[config.mk]
export PLATFORM = sky130hd
export DESIGN_NAME = mouse_packet_cursor_tracker
export DESIGN_NICKNAME = d
export VERILOG_FILES = /design/src/design/mpct_pkg.sv /design/src/design/mouse_packet_cursor_tracker.sv
export VERILOG_INCLUDE_DIRS = /design/src /design/src/design
export SDC_FILE = /design/constraint.sdc
export NUM_CORES = 1
export LEC_CHECK = 0
export BUFFER_PORTS_ARGS = -buffer_cell sky130_fd_sc_hd__buf_2
export CORE_MARGIN = 10
export CORE_UTILIZATION = 55
export CTS_CLUSTER_SIZE = 12
export DETAILED_ROUTE_END_ITERATION = 6
export GPL_ROUTABILITY_DRIVEN = 0
export PLACE_DENSITY = 0.82
export SLEW_MARGIN = 25
export SYNTH_ARGS = -nofsm -noshare
export SYNTH_HDL_FRONTEND = slang
export SYNTH_SLANG_ARGS = --single-unit
[constraint.sdc]
create_clock -name clk -period 6.4 [get_ports clk]
set_clock_uncertainty 0.2 [all_clocks]
set_input_delay 1.28 -clock clk [delete_from_list [all_inputs] [get_ports clk]]
set_output_delay 1.28 -clock clk [all_outputs]
set_load 0.1 [all_outputs]
[src/design/assert_macros.svh]
`ifndef ASSERT_MACROS_SVH
`define ASSERT_MACROS_SVH

// Checked on every rising edge of clk, off while rst_n is low.
`define ASSERT_CLK(lbl, prop) \
  lbl: assert property (@(posedge clk) disable iff (!rst_n) (prop)) \
    else $error("assertion failed");

// The given condition never holds.
`define ASSERT_NEVER(lbl, cond) \
  lbl: assert property (@(posedge clk) disable iff (!rst_n) !(cond)) \
    else $error("forbidden condition seen");

`endif

[src/design/mpct_pkg.sv]
`default_nettype none

package mpct_pkg;

  localparam int FIELD_BITS       = 12;
  localparam int BYTE_BITS        = 8;
  localparam int DEF_COORD_BITS   = 12;
  localparam int SIGN_X_POS       = 4;
  localparam int SIGN_Y_POS       = 5;

  localparam logic [FIELD_BITS-1:0] MAX_X_RESET = 12'd639;
  localparam logic [FIELD_BITS-1:0] MAX_Y_RESET = 12'd479;

  localparam int CFG_IDX_BITS = 1;
  localparam logic [CFG_IDX_BITS-1:0] REG_MAX_X = 1'd0;
  localparam logic [CFG_IDX_BITS-1:0] REG_MAX_Y = 1'd1;

  typedef logic [1:0] byte_pos_t;
  localparam byte_pos_t POS_STATUS = 2'd0;
  localparam byte_pos_t POS_X      = 2'd1;
  localparam byte_pos_t POS_Y      = 2'd2;

endpackage

`default_nettype wire

[src/design/mouse_packet_cursor_tracker.sv]
// Channel | Direction | Handshake            | Payload
// in      | input     | in_valid / in_stall  | in_packet_byte[7:0]
// out     | output    | out_valid / out_stall| out_old_x, out_old_y, out_new_x, out_new_y [11:0]
// cfg     | input     | cfg_valid / cfg_ready| cfg_index[0], cfg_data[11:0]
//
// One byte per cycle while in_stall is low; the Y byte is folded into the cursor in the
// same cycle and the result sits in the output register in the cycle after its transfer.
// Status and X bytes are taken even while a result waits; a Y byte waits only while
// the output register is full and stalled.
// Synchronous active-low reset clears byte position, cursor and out_valid, and sets the limits to 639 and 479.
// cfg_ready is always high.
`default_nettype none
`include "assert_macros.svh"

module mouse_packet_cursor_tracker #(
  parameter int COORD_BITS = mpct_pkg::DEF_COORD_BITS
) (
  input  wire logic                            clk,
  input  wire logic                            rst_n,
  input  wire logic                            in_valid,
  output logic                                 in_stall,
  input  wire logic [mpct_pkg::BYTE_BITS-1:0]  in_packet_byte,
  output logic                                 out_valid,
  input  wire logic                            out_stall,
  output logic [mpct_pkg::FIELD_BITS-1:0]      out_old_x,
  output logic [mpct_pkg::FIELD_BITS-1:0]      out_old_y,
  output logic [mpct_pkg::FIELD_BITS-1:0]      out_new_x,
  output logic [mpct_pkg::FIELD_BITS-1:0]      out_new_y,
  input  wire logic                            cfg_valid,
  output logic                                 cfg_ready,
  input  wire logic [mpct_pkg::CFG_IDX_BITS-1:0] cfg_index,
  input  wire logic [mpct_pkg::FIELD_BITS-1:0] cfg_data
);

  localparam int FB = mpct_pkg::FIELD_BITS;
  localparam int BB = mpct_pkg::BYTE_BITS;
  localparam int CB = (FB > COORD_BITS) ? FB : COORD_BITS;
  localparam int AW = CB + 2;

  typedef logic [COORD_BITS-1:0] coord_t;
  typedef logic [CB-1:0]         lim_t;

  mpct_pkg::byte_pos_t pos_r, pos_nxt;
  logic [BB-1:0] status_r, xmove_r;
  coord_t        cursor_x_r, cursor_y_r, cursor_x_nxt, cursor_y_nxt;
  logic [FB-1:0] max_x_r, max_y_r;
  logic          out_valid_r;
  logic [FB-1:0] out_old_x_r, out_old_y_r, out_new_x_r, out_new_y_r;

  logic          in_xfer, out_xfer, pkt_done;
  logic signed [AW-1:0] dx, dy, nx, ny;
  lim_t          top_x, top_y, coord_mask;

  assign cfg_ready = 1'b1;
  assign in_stall  = (pos_r == mpct_pkg::POS_Y) && out_valid_r && out_stall;
  assign in_xfer   = in_valid && !in_stall;
  assign out_xfer  = out_valid_r && !out_stall;
  assign pkt_done  = in_xfer && (pos_r == mpct_pkg::POS_Y);

  always_comb begin
    case (pos_r)
      mpct_pkg::POS_STATUS: pos_nxt = mpct_pkg::POS_X;
      mpct_pkg::POS_X:      pos_nxt = mpct_pkg::POS_Y;
      mpct_pkg::POS_Y:      pos_nxt = mpct_pkg::POS_STATUS;
      default:              pos_nxt = mpct_pkg::POS_X;
    endcase
  end

  // 9-bit movements, sign from the held status byte
  assign dx = AW'(signed'({status_r[mpct_pkg::SIGN_X_POS], xmove_r}));
  assign dy = AW'(signed'({status_r[mpct_pkg::SIGN_Y_POS], in_packet_byte}));
  assign nx = signed'(AW'(cursor_x_r)) + dx;
  assign ny = signed'(AW'(cursor_y_r)) - dy;

  assign coord_mask = CB'({COORD_BITS{1'b1}});
  assign top_x = (CB'(max_x_r) < coord_mask) ? CB'(max_x_r) : coord_mask;
  assign top_y = (CB'(max_y_r) < coord_mask) ? CB'(max_y_r) : coord_mask;

  always_comb begin
    if (nx < 0) begin
      cursor_x_nxt = '0;
    end else if (nx > signed'(AW'(top_x))) begin
      cursor_x_nxt = COORD_BITS'(top_x);
    end else begin
      cursor_x_nxt = COORD_BITS'(nx);
    end
    if (ny < 0) begin
      cursor_y_nxt = '0;
    end else if (ny > signed'(AW'(top_y))) begin
      cursor_y_nxt = COORD_BITS'(top_y);
    end else begin
      cursor_y_nxt = COORD_BITS'(ny);
    end
  end

  always_ff @(posedge clk) begin
    if (!rst_n) begin
      pos_r       <= mpct_pkg::POS_STATUS;
      cursor_x_r  <= '0;
      cursor_y_r  <= '0;
      max_x_r     <= mpct_pkg::MAX_X_RESET;
      max_y_r     <= mpct_pkg::MAX_Y_RESET;
      out_valid_r <= 1'b0;
    end else begin
      if (cfg_valid && cfg_ready) begin
        case (cfg_index)
          mpct_pkg::REG_MAX_X: max_x_r <= cfg_data;
          mpct_pkg::REG_MAX_Y: max_y_r <= cfg_data;
          default: ;
        endcase
      end
      if (in_xfer) begin
        pos_r <= pos_nxt;
      end
      if (pkt_done) begin
        cursor_x_r  <= cursor_x_nxt;
        cursor_y_r  <= cursor_y_nxt;
        out_valid_r <= 1'b1;
      end else if (out_xfer) begin
        out_valid_r <= 1'b0;
      end
    end
  end

  always_ff @(posedge clk) begin
    if (in_xfer && pos_r == mpct_pkg::POS_X) begin
      xmove_r <= in_packet_byte;
    end
    if (in_xfer && pos_r != mpct_pkg::POS_X && pos_r != mpct_pkg::POS_Y) begin
      status_r <= in_packet_byte;
    end
    if (pkt_done) begin
      out_old_x_r <= FB'(cursor_x_r);
      out_old_y_r <= FB'(cursor_y_r);
      out_new_x_r <= FB'(cursor_x_nxt);
      out_new_y_r <= FB'(cursor_y_nxt);
    end
  end

  assign out_valid = out_valid_r;
  assign out_old_x = out_old_x_r;
  assign out_old_y = out_old_y_r;
  assign out_new_x = out_new_x_r;
  assign out_new_y = out_new_y_r;

  `ASSERT_NEVER(a_pos_range, pos_r == 2'd3)
  `ASSERT_CLK(a_done_loads, pkt_done |=> out_valid_r && pos_r == mpct_pkg::POS_STATUS)
  `ASSERT_CLK(a_new_is_cursor, pkt_done |=> out_new_x_r == FB'(cursor_x_r) && out_new_y_r == FB'(cursor_y_r))
  `ASSERT_CLK(a_no_overwrite, out_valid_r && out_stall |-> !pkt_done)

endmodule

`default_nettype wire
==> results.yml <==
sta:
  clock_period_minus_worst_slack_ps: 5480
  finalSetupTns_ps: 0
  final.period_utilization_pct: 85.6
  setup_viol: 0
  fmax_mhz: 183
  slew_headroom_pct: 31.1
  unrepaired_setup_endpoints_after_global_routing: "false"
  count_of_endpoints_failing_hold_in_the_final_timing_report: 0
  max_slew.worst_pin.slew_ps: 1030
  drv_slew: 0
  hold-worst-slack_ps: 276
job:
  max_cap_viol_count: 0
finish:
  design.final.nets: 768
  num-fill-cells: 920
  antenna_cell_count: 0
  drive_above_1_share_pct: 16.8
  synth_to_final_area_change_pct: 11.6
placement:
  detailed_place_hpwl_mm: 12.2
  port_buffers: 75
global_route:
  first_pass_grt_wire_length_mm: 25.9
  global_route.overflow_total: 0
  total_routing_usage_gr_pct: 19.6
  grt_start_max_net_pins: 52
  number_of_antenna_violations_at_the_first_check_in_global_routing: 0
  grt_pass1_vias: 5141
worst_hold_path:
  timing.hold.worst_endpoint: "out_old_x[0]$_DFFE_PP_"
  hold_class: "flop to flop"
  hp-start: "cursor_x_r[0]$_SDFFE_PN0P_"
  hold_path_depth: 0
power:
  intPower_mw: 1.17
  clockPowerShare_pct: 35.4
  power_density_mw_per_mm2: 229
  netSwitchingFraction_pct: 28.2
  power.share.combinational_pct: 16.9
  power.ir.vdd_worst_mv: 0.133
  seq_power_share_pct: 47.7
  power.leakage_nw: 3.06
  switchingPower_uw: 458
setup_path:
  timing.rr.start: "xmove_r[0]$_DFFE_PP_"
  critical_path_class: "input port to flop"
  rr_endpoint: "out_new_x[9]$_DFFE_PP_"
  crit_path_start_kind: "input port"
  critPathLaunch: "in_packet_byte[0]"
  worst-endpoint-required_ps: 6300
  crit_fanout: 20
  crit_path_end_kind: "flop"
  reg2regPathDepth: 16
  worst_ep_arrival_time_ps: 5380
  critical_path.cell_chain: "buf_2 > ha_1 > inv_1 > fa_1 > a21o_1 > a21o_1 > a21oi_1 > o211ai_1 > a31oi_1 > xnor2_1 > ha_1 > nand3_1 > nor3_1 > a31oi_1 > a21boi_4 > nor3_4 > mux2_1"
  cpPeakStageDelay_ps: 450
  timing.reg2reg.setup_slack_ps: 1240
  cp_slowest_cell: "sky130_fd_sc_hd__nor3_4"
cts:
  clock_tree.buffer_depth: 2
  clk_transition_reported_paths_ps: 70
  cts_root_buf: "sky130_fd_sc_hd__clkbuf_16"
  cts-hold-fix-buffers: 0
  cts_num_sinks: 109
  cts_repair_resize_count: 0
  clock_insertion_delay_worst_skew_ps: 360
  htree_num_levels: 3
  cts_tree: "yes"
  cts_setup_buffers: 0
  cts-buffers-inserted: 9
detailed_routing:
  drt-initial-drc-count: 547
  m1WireLength_mm: 6.30
  drt_pass1_iterations: 7
  met3_length_mm: 1.35
  final_antenna_net_count: 0
  drc_errors: 0
  highest-signal-layer: "met4"
  total_met2_wirelength_after_detailed_routing_mm: 8.18
  route.vias.total: 5228
  wl_per_cell_um: 19.6
  route.detailed.vias_per_inst: 6.24
  totalWireLength_mm: 16.4
die:
  fp.dieH_um: 127
  placementRows: 39
  initial_core_util_pct: 55.9
  num_io_pins: 77
  die_w_um: 127
  die_area_mm2: 0.0163
  core_region_area_mm2: 0.0114
yosys:
  yosysSeqAreaShare_pct: 43.5
  synth_area_mm2: 0.00635
  asyncSetResetFlopFracSynth_pct: 0
  yosysWarnings: 0
  ys_ff_latch: 109
  synthCells: 628
  synthesized_nets: 706
  synth_enable_flop_cells: 58
  synthesized_area_per_cell_um2: 10.1
  count_of_distinct_cell_types_in_the_synthesized_netlist: 74
  yosys_most_used_dff: "sky130_fd_sc_hd__edfxtp_1"
run_status:
  run_status: "finished clean"
## metrics by stage
stage / cells / instance area (µm²) / util [%] / power (mW) / worst slack, ps
after global placement: 821 / 6770 / 59.6 / 1.04 / 966
after detailed placement: 822 / 6790 / 59.7 / 1.05 / 774
after CTS: 838 / 7090 / 62.4 / 1.62 / 1070
final: 838 / 7090 / 62.4 / 1.62 / 922
after floorplan: 628 / 6350 / - / 0.995 / 1330
after global routing: 838 / 7090 / 62.4 / 1.67 / 676
## critical path: cells and delay by family
kind                     cells  cell delay (ps)
AO/OA/AOI/OAI                7             1560
XOR/XNOR                     1              140
adder cells (fa/ha/maj)      3              930
buffers and inverters        2              150
multiplexers                 1              390
AND/OR/NAND/NOR              3              930
## registers in the layout, indices dropped and copies added, names as in the netlist, 8 cells and up
signal,cells
cursor_x_r,12
cursor_y_r,12
max_x_r,12
max_y_r,12
out_new_x,12
out_new_y,12
out_old_x,12
out_old_y,12
xmove_r,8
## routing by layer
metal	GRT usage (%)	up-vias
met5	0	-
met4	8.84	0
met3	3.47	61
met2	35.1	281
met1	22.2	2446
li1	-	2440
## placed cells by master (no fill, tap or decap), types with 9 or more instances in the layout
master                      instances
sky130_fd_sc_hd__inv_1             52
sky130_fd_sc_hd__nand2_1           70
sky130_fd_sc_hd__dfxtp_1           51
sky130_fd_sc_hd__a21o_1            15
sky130_fd_sc_hd__buf_2             76
sky130_fd_sc_hd__xnor2_1           13
sky130_fd_sc_hd__edfxtp_1          58
sky130_fd_sc_hd__nor2_1            34
sky130_fd_sc_hd__mux2i_1           18
sky130_fd_sc_hd__a21oi_1           21
sky130_fd_sc_hd__o211ai_1          28
sky130_fd_sc_hd__ha_1              50
sky130_fd_sc_hd__a31oi_1            9
sky130_fd_sc_hd__o21ai_0           17
sky130_fd_sc_hd__a22o_1            11
sky130_fd_sc_hd__nand3_1           20
sky130_fd_sc_hd__clkbuf_16          9
## power groups by stage
stage,registers [mW],clock network [mW],logic (mW)
final,0.775,0.575,0.274
after global placement,0.789,0,0.252
after floorplan,0.816,0,0.179
after global routing,0.776,0.601,0.295
after CTS,0.774,0.578,0.269
after detailed placement,0.790,0,0.265
## worst max path at each step
stage,to,depth (start not counted)
floorplan,out_new_y[9]$_DFFE_PP_,16
finish,out_new_y[9]$_DFFE_PP_,17
global route,out_new_y[9]$_DFFE_PP_,17
global placement,out_new_y[9]$_DFFE_PP_,17
detailed placement,out_new_y[9]$_DFFE_PP_,17
CTS,out_new_y[9]$_DFFE_PP_,17
## cells in the mapped netlist, types with 7 or more instances
master                      n  share of area [%]
sky130_fd_sc_hd__a21boi_0   8               0.95
sky130_fd_sc_hd__or4_1      8               0.95
sky130_fd_sc_hd__edfxtp_1  58                 27
sky130_fd_sc_hd__a32oi_1    8                1.1
sky130_fd_sc_hd__nand2_1   70                4.1
sky130_fd_sc_hd__ha_1      50                9.8
sky130_fd_sc_hd__a31oi_1    9               0.89
sky130_fd_sc_hd__mux2i_1   18                2.8
sky130_fd_sc_hd__a21o_1    15                1.8
sky130_fd_sc_hd__clkbuf_1  16               0.95
sky130_fd_sc_hd__o21a_1     7               0.83
sky130_fd_sc_hd__nand3_1   20                1.6
sky130_fd_sc_hd__o21ai_0   17                1.3
sky130_fd_sc_hd__dfxtp_1   51                 16
sky130_fd_sc_hd__nor2_1    34                2.0
sky130_fd_sc_hd__a21oi_1   21                1.7
sky130_fd_sc_hd__o211ai_1  28                3.3
sky130_fd_sc_hd__nor2b_1    7               0.69
sky130_fd_sc_hd__a22o_1    11                1.5
sky130_fd_sc_hd__xnor2_1   13                1.8
sky130_fd_sc_hd__inv_1     52                3.1
sky130_fd_sc_hd__nor3_1     7               0.55
## cell families (layout without fill, tap and decap cells)
family	count (synthesis)	count (layout)	synth area share [%]
fa+ha+maj	52	52	10.5
compound gates	165	165	20.0
other cells	1	1	0.0590
simple gates	180	180	14.0
mux	21	21	3.41
flops	109	109	43.5
xor+xnor	19	19	2.84
buf+inv	81	148	5.71
## cell type report
type                            count  area (µm²)  share of cell area (%)
Inverter                           52         195                    2.75
Sequential cell                   109        2760                    38.9
Clock buffer                       11         243                    3.42
Timing Repair Buffer               80         410                    5.79
Clock inverter                      5        58.8                   0.829
Tap cell                          143         179                    2.52
Multi-Input combinational cell    438        3240                    45.7
Power figures use the tool's default switching activity.
